$ cat config.mk
export PLATFORM = sky130hd
export DESIGN_NAME = sew_stitch_stream_decoder
export DESIGN_NICKNAME = d
export VERILOG_FILES = /design/src/hdl/ssd_pkg.sv /design/src/hdl/ssd_decode.sv /design/src/hdl/sew_stitch_stream_decoder.sv
export SDC_FILE = /design/constraint.sdc
export NUM_CORES = 1
export LEC_CHECK = 0
export ABC_CLOCK_PERIOD_IN_PS = 5300
export BUFFER_PORTS_ARGS = -buffer_cell sky130_fd_sc_hd__buf_2
export CAP_MARGIN = 5
export CORE_ASPECT_RATIO = 0.75
export CORE_MARGIN = 2
export CORE_UTILIZATION = 37
export CTS_CLUSTER_DIAMETER = 60
export CTS_CLUSTER_SIZE = 16
export DETAILED_ROUTE_END_ITERATION = 6
export HOLD_SLACK_MARGIN = 0.1
export PLACE_DENSITY = 0.54
export SYNTH_ARGS = -nofsm -noshare
export SYNTH_HDL_FRONTEND = slang
export SYNTH_SLANG_ARGS = --single-unit
$ cat constraint.sdc
create_clock -name clock -period 5.3 [get_ports clock]
set_input_delay 0.265 -clock clock [delete_from_list [all_inputs] [get_ports clock]]
set_output_delay 0.265 -clock clock [all_outputs]
set_load 0.02 [all_outputs]
$ cat src/hdl/ssd_pkg.sv
package ssd_pkg;

   localparam int ByteWidth = 8;
   localparam int KindWidth = 2;

   // stitch kinds on the result channel
   localparam logic [KindWidth-1:0] KIND_NORMAL = 2'd0;
   localparam logic [KindWidth-1:0] KIND_TRIM   = 2'd1;
   localparam logic [KindWidth-1:0] KIND_STOP   = 2'd2;

   // escape lead byte and command bytes
   localparam logic [ByteWidth-1:0] ESC_LEAD    = 8'h80;
   localparam logic [ByteWidth-1:0] CMD_STOP    = 8'h01;
   localparam logic [ByteWidth-1:0] CMD_TRIM_A  = 8'h02;
   localparam logic [ByteWidth-1:0] CMD_TRIM_B  = 8'h04;
   localparam logic [ByteWidth-1:0] CMD_END     = 8'h10;

   // magnitude-127 moves, as raw bytes
   localparam logic [ByteWidth-1:0] BIG_POS     = 8'h7F;
   localparam logic [ByteWidth-1:0] BIG_NEG     = 8'h81;

   typedef struct packed {
      logic                        valid;
      logic signed [ByteWidth-1:0] move_x;
      logic signed [ByteWidth-1:0] move_y;
      logic [KindWidth-1:0]        stitch_kind;
      logic                        end_mark;
   } ssd_result_type;

   function automatic logic is_big_move(input logic [ByteWidth-1:0] b);
      return (b == BIG_POS) || (b == BIG_NEG);
   endfunction

endpackage

$ cat src/hdl/ssd_decode.sv
module ssd_decode (
   input  logic                            clock,
   input  logic                            reset,
   input  logic                            step_en,
   input  logic [ssd_pkg::ByteWidth-1:0]   data_byte,
   output ssd_pkg::ssd_result_type         result
);
   import ssd_pkg::*;

   logic                  phase_ff, phase_in;
   logic [ByteWidth-1:0]  held_ff, held_in;
   logic                  esc_pend_ff, esc_pend_in;
   logic [KindWidth-1:0]  pair_kind_ff, pair_kind_in;
   logic                  trim_next_ff, trim_next_in;
   logic                  finished_ff, finished_in;
   logic                  is_esc;

   always_comb begin
      phase_in      = phase_ff;
      held_in       = held_ff;
      esc_pend_in   = esc_pend_ff;
      pair_kind_in  = pair_kind_ff;
      trim_next_in  = trim_next_ff;
      finished_in   = finished_ff;
      is_esc        = (held_ff == ESC_LEAD);

      result.valid       = 1'b0;
      result.move_x      = held_ff;
      result.move_y      = data_byte;
      result.stitch_kind = KIND_NORMAL;
      result.end_mark    = 1'b0;

      if (!finished_ff) begin
         if (!phase_ff) begin
            held_in  = data_byte;
            phase_in = 1'b1;
         end else begin
            phase_in = 1'b0;
            if (esc_pend_ff) begin
               // escaped pair: plain move data, kind set by the escape
               esc_pend_in        = 1'b0;
               result.valid       = 1'b1;
               result.stitch_kind = pair_kind_ff;
            end else begin
               trim_next_in       = 1'b0;
               result.stitch_kind = trim_next_ff ? KIND_TRIM : KIND_NORMAL;
               if (is_esc && data_byte == CMD_STOP) begin
                  esc_pend_in  = 1'b1;
                  pair_kind_in = KIND_STOP;
               end else if (is_esc && (data_byte inside {CMD_TRIM_A, CMD_TRIM_B})) begin
                  esc_pend_in  = 1'b1;
                  pair_kind_in = KIND_TRIM;
                  trim_next_in = 1'b1;
               end else if (is_esc && data_byte == CMD_END) begin
                  finished_in        = 1'b1;
                  result.valid       = 1'b1;
                  result.move_x      = '0;
                  result.move_y      = '0;
                  result.stitch_kind = KIND_NORMAL;
                  result.end_mark    = 1'b1;
               end else begin
                  result.valid = 1'b1;
               end
            end
            // a full-scale move trims and marks the next stitch
            if (result.valid && !result.end_mark &&
                (is_big_move(held_ff) || is_big_move(data_byte))) begin
               trim_next_in       = 1'b1;
               result.stitch_kind = KIND_TRIM;
            end
         end
      end
   end

   always_ff @(posedge clock) begin
      if (reset) begin
         phase_ff     <= 1'b0;
         held_ff      <= '0;
         esc_pend_ff  <= 1'b0;
         pair_kind_ff <= KIND_NORMAL;
         trim_next_ff <= 1'b0;
         finished_ff  <= 1'b0;
      end else if (step_en) begin
         phase_ff     <= phase_in;
         held_ff      <= held_in;
         esc_pend_ff  <= esc_pend_in;
         pair_kind_ff <= pair_kind_in;
         trim_next_ff <= trim_next_in;
         finished_ff  <= finished_in;
      end
   end

   esc_not_after_end: assert property (@(posedge clock) disable iff (reset)
      finished_ff |-> !esc_pend_ff)
      else $error("escape pending after end of design");

   stop_pending_kind: assert property (@(posedge clock) disable iff (reset)
      esc_pend_ff |-> (pair_kind_ff == KIND_STOP || pair_kind_ff == KIND_TRIM))
      else $error("escape pending with normal pair kind");

   trim_escape_marks: assert property (@(posedge clock) disable iff (reset)
      (esc_pend_ff && pair_kind_ff == KIND_TRIM) |-> trim_next_ff)
      else $error("trim escape lost its follow-on trim mark");

endmodule

$ cat src/hdl/sew_stitch_stream_decoder.sv
// A byte is decoded from the byte register and its result held in the result register.
// Throughput: one byte per cycle; a pair of bytes gives at most one result.
// The rate is set by the single decode stage between the byte register and the
// result register, which both advance every cycle unless rsp_ready stalls.
// Reset (synchronous, active high) clears both registers' valid flags and the
// pairing, escape, trim and end-of-design state.
module sew_stitch_stream_decoder (
   input  logic                                   clock,
   input  logic                                   reset,
   input  logic                                   req_valid,
   output logic                                   req_ready,
   input  logic [ssd_pkg::ByteWidth-1:0]          req_data_byte,
   output logic                                   rsp_valid,
   input  logic                                   rsp_ready,
   output logic signed [ssd_pkg::ByteWidth-1:0]   rsp_move_x,
   output logic signed [ssd_pkg::ByteWidth-1:0]   rsp_move_y,
   output logic [ssd_pkg::KindWidth-1:0]          rsp_stitch_kind,
   output logic                                   rsp_end_mark
);
   import ssd_pkg::*;

   // byte register
   logic                  s1_valid_ff, s1_valid_in;
   logic [ByteWidth-1:0]  s1_byte_ff;

   // result register
   logic                        rsp_valid_ff, rsp_valid_in;
   logic signed [ByteWidth-1:0] rsp_x_ff, rsp_y_ff;
   logic [KindWidth-1:0]        rsp_kind_ff;
   logic                        rsp_end_ff;

   ssd_result_type dec_result;
   logic           out_free;
   logic           s1_advance;
   logic           rsp_load;

   // the result register can take a new result when empty or being drained
   assign out_free   = !rsp_valid_ff || rsp_ready;
   // advance the held byte through the decoder whenever the result side has room
   assign s1_advance = s1_valid_ff && out_free;
   assign req_ready  = !s1_valid_ff || s1_advance;
   assign rsp_load   = s1_advance && dec_result.valid;

   ssd_decode u_decode (
      .clock     (clock),
      .reset     (reset),
      .step_en   (s1_advance),
      .data_byte (s1_byte_ff),
      .result    (dec_result)
   );

   always_comb begin
      s1_valid_in = s1_valid_ff;
      if (req_ready) begin
         s1_valid_in = req_valid;
      end
      rsp_valid_in = rsp_valid_ff;
      if (out_free) begin
         rsp_valid_in = rsp_load;
      end
   end

   always_ff @(posedge clock) begin
      if (reset) begin
         s1_valid_ff  <= 1'b0;
         rsp_valid_ff <= 1'b0;
      end else begin
         s1_valid_ff  <= s1_valid_in;
         rsp_valid_ff <= rsp_valid_in;
      end
   end

   // payload registers: load on transfer only, no reset needed
   always_ff @(posedge clock) begin
      if (req_valid && req_ready) begin
         s1_byte_ff <= req_data_byte;
      end
      if (rsp_load) begin
         rsp_x_ff    <= dec_result.move_x;
         rsp_y_ff    <= dec_result.move_y;
         rsp_kind_ff <= dec_result.stitch_kind;
         rsp_end_ff  <= dec_result.end_mark;
      end
   end

   assign rsp_valid       = rsp_valid_ff;
   assign rsp_move_x      = rsp_x_ff;
   assign rsp_move_y      = rsp_y_ff;
   assign rsp_stitch_kind = rsp_kind_ff;
   assign rsp_end_mark    = rsp_end_ff;

   // end marker carries no move and normal kind
   end_mark_zero: assert property (@(posedge clock) disable iff (reset)
      (rsp_valid && rsp_end_mark) |->
         (rsp_move_x == 0 && rsp_move_y == 0 && rsp_stitch_kind == KIND_NORMAL))
      else $error("end marker with non-zero move or kind");

   // nothing follows the end marker until reset
   nothing_after_end: assert property (@(posedge clock) disable iff (reset)
      (rsp_valid && rsp_ready && rsp_end_mark) |=> !rsp_valid)
      else $error("result after end marker");

   // full-scale moves always come out as trims
   big_move_trims: assert property (@(posedge clock) disable iff (reset)
      (rsp_valid && !rsp_end_mark &&
       (rsp_move_x == 8'sd127 || rsp_move_x == -8'sd127 ||
        rsp_move_y == 8'sd127 || rsp_move_y == -8'sd127)) |->
         rsp_stitch_kind == KIND_TRIM)
      else $error("magnitude-127 move not marked as trim");

   // a stalled result is not overwritten
   stall_holds_result: assert property (@(posedge clock) disable iff (reset)
      (rsp_valid && !rsp_ready) |=> (rsp_valid && $stable(rsp_move_x) &&
                                     $stable(rsp_move_y) && $stable(rsp_stitch_kind)))
      else $error("stalled result changed");

endmodule

==> reports/summary.md, run 1 <==
OpenSTA, run right after detailed placement, puts the worst setup slack at 3170 ps. The flow ran to the end, and the final reports show no timing, DRC or antenna violations. After synthesis, the share of flip-flops with an asynchronous set or reset is 0%. Setup violations remaining at the end of the flow were counted as 0.

Once detail routing completed, the nets flagged for antenna violations numbered 0. For the number of nets in the final layout, the log shows 179. The count of buffers added on input and output ports is 32. The clock arrives with 5.20 ps of skew. The run gives 0 as the post-CTS setup repair buffer count.

In this run the critical register-to-register path is launched from s1_byte_ff[1]. The total negative slack for setup checks is 0 ps, and the worst reg2reg path depth is 3. The worst setup path is of the reg2reg kind. The final layout contains routed wiring with a total length of 3.23 mm. The worst max-slew margin expressed relative to the limit was 36.1%.

The worst reg2reg path endpoint is rsp_move_y[4]. The cell with the largest stage delay on the worst path is sky130_fd_sc_hd__o31a_1. For the net count of the mapped netlist, the log shows 156.

The first detailed-routing pass took 4 iterations. The total of fill cells in the finished design was 417; the die extent in y was 63.6 µm. The mean instance size in the synthesized netlist came out at 12.2 µm².

The number of gates resized after CTS was 0. For the via count of the first global-routing pass, the log shows 1096. Number of max-cap violations: 0.

The floorplan step defined a core boundary enclosing 4520 µm². Clock-pin slew was measured on the worst setup and hold paths at 70 ps. Dominant register cell in the synthesized netlist: sky130_fd_sc_hd__edfxtp_1. The type of destination of the critical path is a flop.

Summing all placed instances gives a cell area of 1920 µm². The area of all placed cells without fillers is 2000 µm². The tools report the number of ports placed on the die boundary as 33.

The detailed-route vias per instance is 5.03. Relative area change from synthesis to final layout: 14.1%. TritonCTS built the clock tree. Hold path endpoint: s1_byte_ff[5]. The logs give 1131 for the total via count after detailed routing and 150 ps for the final hold slack.

The startpoint kind of the worst setup timing path was a flop. Setup slack closes at 3240 ps. At the end of routability-driven placement, the weighted congestion stood at 0.874. Dividing total power by cell area gives a power density of 304 nW/µm². The repair_antennas step left the layout with diodes totalling 0. The worst hold path begins at req_data_byte[5].

The depth of the worst hold-timing path works out to 1. For this configuration, the core starts out at a cell density of 38.8%. Data arrival time of the critical path: 1980 ps.

The sequential share of the synthesized area was 64.5%. For the pin with the worst max-slew slack, the measured transition is 958 ps. The analysis attributes to cell leakage a power of 0.705 nW. The most critical setup path has its startpoint at s1_byte_ff[1]. The critical path goes through xor2_1 > o211ai_1 > o31a_1. The number of instances in the synthesized netlist was 144; the clock period minus worst slack was 2060 ps.

Buffers inserted during clock tree synthesis total 5. Count of clock tree sinks: 43. The setup slack of the most critical reg-to-reg path was 3240 ps; the final number of hold-violating endpoints was 0.

For the die area, the log shows 5310 µm². The clock latency reported for the late side of the worst-skew pair was 290 ps; the aggregate global routing overflow was 0. Measured along the x axis, the die boundary spans 83.5 µm. For the maximum ir drop on the vdd rail, the log shows 0.181 mV.

The tree is rooted in a sky130_fd_sc_hd__clkbuf_8. Of the cells placed in the final design, the portion with a size suffix greater than 1 is 25.6%. The maximum number of pins on one net before global-route repair was 21. The warning count from the yosys run was 0; the highest net fanout along the worst path was 20.

The top cell family by delay on the critical path was compound AO/OA/AOI/OAI gates. The run gives 2 as the buffer levels on the longest clock path. The number of hold buffers added after CTS was 0.

After synthesis the netlist holds a flip-flop and latch count of 43. In this run, synthesis inferred 27 flip-flops with an integrated enable. Setup repair after global routing left no endpoint under its margin. The tools report the first-pass GRT wire length as 5.31 mm. The final-report max-slew violation count was 0; the post-detailed-route wirelength per cell was 14.3 µm. For this block, the initial DRC count from the detailed router was 68. The cell area that synthesis handed to floorplanning was 1750 µm².

For this run, design rule violations remaining after detail routing come to 0. Derived from the worst setup path, the maximum achievable clock frequency is 485 MHz. The portion of the clock cycle consumed by the worst path in the final layout works out to 38.9%. The min-delay analysis places its worst path in the category in2reg. The combined buffer and inverter count along the critical path works out to 0. The initial antenna violation count was 0; the count of distinct cell types in the synthesized netlist was 35. For this run, the slowest stage of the critical path takes 790 ps. In the global route stage, overall resource usage came out at 12.8%. After legalization and detailed placement, the total HPWL measured 2.37 mm.

The logs give 21 for the row count and 2 for the number of levels the H-tree was split into. Data on the critical path is required at its endpoint by 5210 ps.
[synth_stat cells, drive strengths merged (3+ instances only)]
library cell | instances | area [µm²]
a21oi | 5 | 25.0
nor4 | 4 | 55.1
nand2b | 3 | 18.8
nor2b | 4 | 25.0
nand3 | 3 | 15.0
edfxtp | 27 | 811
clkbuf | 14 | 52.6
inv | 3 | 11.3
nor3 | 4 | 20.0
nor2 | 15 | 56.3
nand4 | 3 | 18.8
o21ai | 3 | 15.0
dfxtp | 16 | 320
nand2 | 6 | 22.5
mux2i | 10 | 100
[worst max path at each step]
stage / end / slack [ps] / cells past startpoint
5_1_grt: rsp_move_y[4] / 3090 / 3
2_1_floorplan: rsp_end_mark / 3520 / 3
6_report: rsp_move_y[4] / 3240 / 3
3_5_place_dp: rsp_move_y[4] / 3170 / 3
4_1_cts: rsp_move_y[4] / 3180 / 3
3_3_place_gp: rsp_move_x[6] / 3260 / 3
[layout make-up]
| cell class | instances | area, µm² | area share [%] |
|---|---|---|---|
| Sequential cell | 43 | 1130 | 56.5 |
| Multi-Input combinational cell | 81 | 539 | 26.9 |
| Timing Repair Buffer | 33 | 168 | 8.38 |
| Clock buffer | 6 | 72.6 | 3.62 |
| Tap cell | 57 | 71.3 | 3.56 |
| Inverter | 3 | 11.3 | 0.563 |
| Clock inverter | 2 | 8.76 | 0.437 |
[worst register-to-register path, cell delays in order (launching register included)]
cell                       delay (ps)
sky130_fd_sc_hd__edfxtp_1         470
sky130_fd_sc_hd__xor2_1           210
sky130_fd_sc_hd__o211ai_1         220
sky130_fd_sc_hd__o31a_1           790
[layout by cell type, fill, tap and decap left out, types with 2 or more instances in the layout]
cell type and n:
sky130_fd_sc_hd__a311oi_1 2, sky130_fd_sc_hd__nor2_1 15, sky130_fd_sc_hd__nor3_1 4, sky130_fd_sc_hd__nor4_4 2
sky130_fd_sc_hd__nor4_1 2, sky130_fd_sc_hd__mux2i_1 10, sky130_fd_sc_hd__and2_1 2, sky130_fd_sc_hd__clkbuf_8 5
sky130_fd_sc_hd__o21ai_0 3, sky130_fd_sc_hd__inv_1 3, sky130_fd_sc_hd__nand2b_1 3, sky130_fd_sc_hd__nand4_1 3
sky130_fd_sc_hd__edfxtp_1 27, sky130_fd_sc_hd__nand4b_1 2, sky130_fd_sc_hd__nor2b_1 4, sky130_fd_sc_hd__or4_1 2
sky130_fd_sc_hd__dfxtp_1 16, sky130_fd_sc_hd__a21oi_1 5, sky130_fd_sc_hd__buf_2 32, sky130_fd_sc_hd__nand3_1 3
sky130_fd_sc_hd__nand2_1 6
[per-stage QoR]
step | std cells | power (mW) | utilization (%)
3_5_place_dp | 217 | 0.424 | 42.5
4_1_cts | 225 | 0.615 | 44.3
2_1_floorplan | 144 | 0.412 | -
3_3_place_gp | 217 | 0.424 | 42.5
5_1_grt | 225 | 0.637 | 44.3
6_report | 225 | 0.608 | 44.3
[cell families (layout without fill, tap and decap cells)]
logic type | Yosys count | in the layout | share of synthesized area (%)
AND/OR/NAND/NOR | 55 | 55 | 18.8
buffers and inverters | 20 | 44 | 4.78
multiplexers | 10 | 10 | 5.71
XOR/XNOR | 1 | 1 | 0.499
AO/OA/AOI/OAI | 15 | 15 | 5.71
flip-flops | 43 | 43 | 64.5
[state kept, by name, indices dropped and copies added (netlist names), 2 cells and up]
name                   count
u_decode.held_ff           8
rsp_move_x                 8
rsp_stitch_kind            2
s1_byte_ff                 8
rsp_move_y                 8
u_decode.pair_kind_ff      2
[per-layer routing]
layer | vias up | wire length [µm] | GRT usage [%]
li1 | 564 | - | -
met1 | 529 | 1620 | 17.5
met2 | 34 | 1420 | 19.7
met3 | 4 | 160 | 3.93
met4 | 0 | 28 | 3.83
met5 | - | 0 | 0
[where the power goes]
group	internal, mW	total (mW)	switching [mW]
Sequential	0.366	0.379	0.0130
Clock	0.0905	0.192	0.101
Combinational	0.0163	0.0372	0.0210
Total	0.473	0.608	0.135
(Power assumes the default switching activity.)
==> run 2: changes to the inputs <==
- ABC_CLOCK_PERIOD_IN_PS: 5300 -> 1900
- clock period: 5.3 -> 1.9 ns (I/O delays scaled with it)
==> reports/summary.md, run 2 (same netlist as run 1, synthesis figures left out) <==
The tools report the required time of the critical path as 2100 ps. The area growth from synthesis to layout is 26.0%. Setup repair after global routing left no endpoint under its margin. For this configuration, the core starts out at a cell density of 38.8%. In this run the vertical extent of the chip is 63.6 µm. Leaving out fill and tap cells, the most frequent cell in the layout is sky130_fd_sc_hd__buf_2.

The number of port buffers is 32. The proportion of total power due to net switching came out at 20.7%. The final number of setup-violating endpoints is 0.

Type of the worst setup path: reg2reg. The clock period minus worst slack is 1830 ps, and the worst max-slew margin expressed relative to the limit is 66.7%. The run finished with clean final reports. For this run, the detailed router's first-pass iteration total came to 4. The net count of the finished layout is 198.

The post-detailed-route wirelength per cell was 14.4 µm; the maximum frequency from static timing analysis was 548 MHz. The worst hold path belongs to the class in2reg. Global routing used 13.9% of the available tracks across all layers. The antenna diode count was 0. The total detailed-routing wirelength was 3.50 mm; the remaining number of nets flagged by the antenna check after routing was 0. The clock root buffer was sky130_fd_sc_hd__clkbuf_8.

Sequential cells account for 55.4% of the total power. 33 I/O pins were placed. The startpoint identified for the worst hold timing path is reset.

The portion of the clock cycle consumed by the worst path in the final layout is 96.1%, and the final core utilization is 48.9%. The detailed-route vias per instance is 4.94, and the via count of the first global-routing pass is 1145. The tools report the total via count after detailed routing as 1206. TritonCTS built the clock tree. The total negative slack for setup checks was 0 ps; the number of DRC violations after detailed-routing iteration 0 was 92. Dividing total power by cell area gives a power density of 864 nW/µm². Across all register-to-register paths, the minimum setup slack is 70 ps. The clock arrives with 5.02 ps of skew. The die covers 5310 µm². For this run, design rule violations remaining after detail routing come to 0.

The logs give 2 for the buffer levels on the longest clock path and 16 for the maximum number of pins on one net before global-route repair. Along the worst path, the maximum fanout reaches 5. The worst register-to-register path begins at s1_byte_ff[6].

The number of clock buffers added by TritonCTS is 5. The tools report the number of max-cap violations as 0. The share of total power dissipated in the clock network is 37.6%. Measured in cells, the most critical reg-to-reg path has a length of 4. For this run the aggregate overflow at the end of global routing stands at 0.

The type of destination of the critical path is a flop. The part of the total power dissipated in combinational logic is 7.0%, and the data arrival time of the critical path is 2030 ps. Of the cells placed in the final design, the portion with a size suffix greater than 1 is 29.9%. The startpoint kind of the worst setup timing path was a flop. The run gives 2.48 mm as the detailed-placement wirelength estimate. Clock-pin slew was measured on the worst setup and hold paths at 80 ps.

The clock reaches the later pin of the worst-skew pair after 290 ps. The worst register-to-register path ends at u_decode.trim_next_ff. On the final layout, the worst hold slack is 160 ps. Internal power comes to 1.51 mW. Leaving out fill and tap cells, the most frequent cells in the layout are 32 x sky130_fd_sc_hd__buf_2, 27 x sky130_fd_sc_hd__edfxtp_1, 16 x sky130_fd_sc_hd__dfxtp_1. The tools report the leakage dissipation as 0.813 nW. The hold path endpoint was s1_valid_ff. The first global-routing pass estimated 5.66 mm of wire.

The routability congestion estimate is 0.841. The logs give 43 for the count of clock tree sinks and 0 for the final-report max-slew violation count. Row generation in the floorplan step produced 21 rows.

The final number of hold-violating endpoints came out at 0. Summed over all nets, the switching power comes to 0.396 mW. The die width is 83.5 µm. Along the worst hold path, the cell count comes to 2.

The H-tree was split into 2 levels. The run gives 4520 µm² as the standard cell core area. The initial antenna violation count is 0, and the measured slew at the worst slew-check pin is 496 ps. IR analysis of the VDD net gives a maximum drop of 0.530 mV.
-- run 2: layout make-up --
type                    count  area [µm²]
clock inverters             2        35.0
multi-input cells          81         546
fillers                   413        2310
repair buffers             52         333
inverters                   3        11.3
well taps                  57        71.3
clock buffers               6        82.6
flip-flops and latches     43        1130
-- run 2: layer usage --
layer / global-route usage [%] / share of wire, % / vias to the layer above
met1: 18.5 / 49 / 563
met3: 3.67 / 4.9 / 5
met5: 0 / 0 / -
met4: 5.44 / 1.2 / 0
li1: - / - / 601
met2: 21.8 / 45 / 37
-- run 2: worst max path at each step --
stage,start,slack [ps],endpoint,cells past startpoint
after detailed placement,s1_byte_ff[4],100,u_decode.trim_next_ff,4
final,s1_byte_ff[6],70,u_decode.trim_next_ff,4
after global routing,s1_byte_ff[6],3,rsp_move_y[7],4
after global placement,s1_byte_ff[5],130,rsp_stitch_kind[0],4
after CTS,s1_byte_ff[3],100,u_decode.trim_next_ff,4
after floorplan,s1_byte_ff[1],120,rsp_end_mark,3
-- run 2: power groups by stage --
stage | sequential [mW] | clock, mW | combinational, mW
CTS | 1.06 | 0.736 | 0.125
finish | 1.06 | 0.719 | 0.133
global placement | 1.08 | 0 | 0.110
global route | 1.06 | 0.780 | 0.145
detailed placement | 1.08 | 0 | 0.111
floorplan | 1.08 | 0 | 0.0705
-- run 2: per-stage QoR --
step / total power, mW / instance area [µm²] / instances / worst slack, ps
after CTS: 1.92 / 2170 / 239 / 102
after global placement: 1.19 / 1960 / 222 / 133
after detailed placement: 1.19 / 1960 / 222 / 98.0
final: 1.91 / 2210 / 244 / 74.2
after floorplan: 1.15 / 1750 / 144 / 124
after global routing: 1.99 / 2210 / 244 / 2.93
-- run 2: worst max-delay path: stages, from the launching register on --
cell	delay, ps
sky130_fd_sc_hd__edfxtp_1	490
sky130_fd_sc_hd__nor4_4	380
sky130_fd_sc_hd__nand4_1	140
sky130_fd_sc_hd__or4b_1	470
sky130_fd_sc_hd__a311oi_1	260
-- run 2: what timing repair did --
item | CTS | global route
setup buffers | 0 | 5
resized for setup | 0 | 1
endpoints found under the hold margin | 9 | 0
setup endpoints to repair | 0 | 13
hold buffers | 9 | 0
==> run 3: changes to the inputs <==
- RECOVER_POWER: unset -> 100
==> reports/summary.md, run 3 (same netlist as run 1, synthesis figures left out) <==
The critical path goes through or3_2 > nor3_1 > or2_2 > a21oi_1. Length of the first detailed-routing pass in iterations: 4. Leaving out fill and tap cells, the most frequent cells in the layout are 27 x sky130_fd_sc_hd__edfxtp_1, 23 x sky130_fd_sc_hd__clkbuf_1, 16 x sky130_fd_sc_hd__dfxtp_1. In the final layout, the share of cells above drive strength 1 is 17.6%.

The logs give 1145 for the via count of the first global-routing pass and 5 for the clock buffer count from CTS. Data arrives at the worst endpoint at 1850 ps. The worst setup path is launched from a flop. In this run the power density over the cells is 877 nW/µm².

For this design the top-level I/O count stands at 33. The run gives 0.531 mV as the maximum ir drop on the vdd rail. The run gives 3.54 mm as the total detailed-routing wirelength. For the total via count after detailed routing, the log shows 1213. Detailed-route DRC error count: 0.

The clock latency reported for the late side of the worst-skew pair is 290 ps. The die is 63.6 µm tall. The filler cells instantiated in the layout total 423. Type of destination of the critical path: a flop. The HPWL after detailed placement is 2.48 mm. The startpoint identified for the worst hold timing path is reset.

The biggest cell delay along the critical path is 530 ps. The worst setup path is of the reg2reg kind. TritonCTS built the clock tree. The row count came out at 21.

The die area is 5310 µm², and the worst-case setup margin in the final layout is 74.2 ps. For the final-report max-slew violation count, the log shows 0. The most critical setup path has its startpoint at s1_byte_ff[3]. Once the floorplan was initialized, standard cells occupied 38.8% of the core. Adding up every negative setup slack in the final design gives 0 ps.

The flow ran to the end, and the final reports show no timing, DRC or antenna violations. The post-detailed-route wirelength per cell was 14.5 µm. Clock period minus worst slack: 1830 ps.

The worst register-to-register path has a depth of 4. Summing all multi-input logic gate instances after layout gives 546 µm². Counting along the longest clock path gives a buffer depth of 2. The library cell used most frequently in the layout, excluding fill and tap cells, is sky130_fd_sc_hd__edfxtp_1. The combined flip-flop and latch cell area is 1130 µm². Setup repair after global routing left no endpoint under its margin.

The region available for standard cell placement spans 4520 µm². Measured along the x axis, the die boundary spans 83.5 µm. The relative area change from synthesis to final layout came out at 24.0%. The finished layout holds 244 standard cells, fillers aside.

In this run the critical register-to-register path is launched from s1_byte_ff[3]. The final number of hold-violating endpoints was 0. The setup slack at placement is 98.0 ps, and the clock slew seen by the registers of the worst setup and hold paths is 80 ps. The initial antenna violation count is 0. Timing would allow up to 548 MHz.

The highest net fanout along the worst path is 5, and the count of clock tree sinks is 43. Setup violations remaining at the end of the flow were counted as 0. The final layout contains 198 nets.

Clock skew on the completed layout was measured at 3.61 ps. Entering global routing, the biggest net connects 16 pins. The logs give 0 for the antenna diode count and 0 for the number of max-cap violations. The depth of the worst hold-timing path is 2. The path type of the worst min-delay path is in2reg. In this run the tightest slew margin relative to its limit is 66.8%. The tools report the routability congestion estimate as 0.841. In the finished design, the share of the clock period the worst path needs comes to 96.1%. The detail route stage leaves a number of antenna-violating nets equal to 0. The cell with the largest stage delay on the worst path was sky130_fd_sc_hd__or3_2.

For the number of levels the H-tree was split into, the log shows 2. The clock root buffer was sky130_fd_sc_hd__clkbuf_8. The aggregate global routing overflow was 0.

The measured slew at the worst slew-check pin is 494 ps, and the first-pass GRT wire length is 5.66 mm. Across every metal layer, demand over resource in global routing totals 13.9%. The number of port buffers was 32; the number of DRC violations after detailed-routing iteration 0 was 102.

At the worst endpoint, the required time is 1920 ps. The tools report the number of cells in the design after placement as 222. Summed over all cells, the static leakage comes to 0.751 nW. The detailed-route vias per instance is 4.97.
[run 3: changes by cell type in the layout (fill, tap and decap cells not counted), sizes merged]
cell    before  now
buf         43   18
clkbuf       6   31
[run 3: cell type report]
cell class,count,share of cell area (%)
sequential,43,52.0
multi-input combinational,81,25.1
clock buffer,6,3.80
inverter,3,0.518
timing repair buffer,52,13.7
tap,57,3.28
clock inverter,2,1.61
[run 3: path summary, 6_finish.rpt]
path | end | slack, ps
worst min register to register | u_decode.pair_kind_ff[1] | 490
worst max-delay path | rsp_stitch_kind[0] | 70
worst max register to register | rsp_stitch_kind[0] | 70
worst min-delay path | s1_valid_ff | 160
[run 3: layer usage]
layer | global-route usage (%) | routed length (µm) | part of all wire (%) | vias up
met1 | 18.5 | 1760 | 50 | 571
li1 | - | - | - | 601
met2 | 21.8 | 1580 | 45 | 36
met3 | 3.67 | 157 | 4.4 | 5
met5 | 0 | 0 | 0 | -
met4 | 5.44 | 41 | 1.2 | 0
[run 3: through the flow]
stage | instance area [µm²] | power [mW] | hold slack (ps) | util (%)
after floorplan | 1750 | 1.15 | 164 | -
after global placement | 1960 | 1.19 | 272 | 43.3
after detailed placement | 1960 | 1.19 | 273 | 43.3
after CTS | 2170 | 1.92 | 151 | 47.9
after global routing | 2180 | 1.99 | 163 | 48.1
final | 2180 | 1.91 | 158 | 48.1
[run 3: repair_timing]
item                       CTS  global route
setup endpoints to repair    0            13
setup buffers                0             5
hold endpoints to repair     9             0
gates resized for setup      0             1
hold buffers                 9             0
[run 3: where the power goes]
| group | switching, mW | total, mW | internal [mW] |
|---|---|---|---|
| logic | 0.0662 | 0.130 | 0.0640 |
| clock network | 0.294 | 0.719 | 0.425 |
| registers | 0.0362 | 1.06 | 1.02 |
| total | 0.397 | 1.91 | 1.51 |
[run 3: critical path, delay by kind of cell (launching register included)]
family	cells	cell delay, ps
flip-flops	1	490
AND/OR/NAND/NOR	3	1000
AO/OA/AOI/OAI	1	60
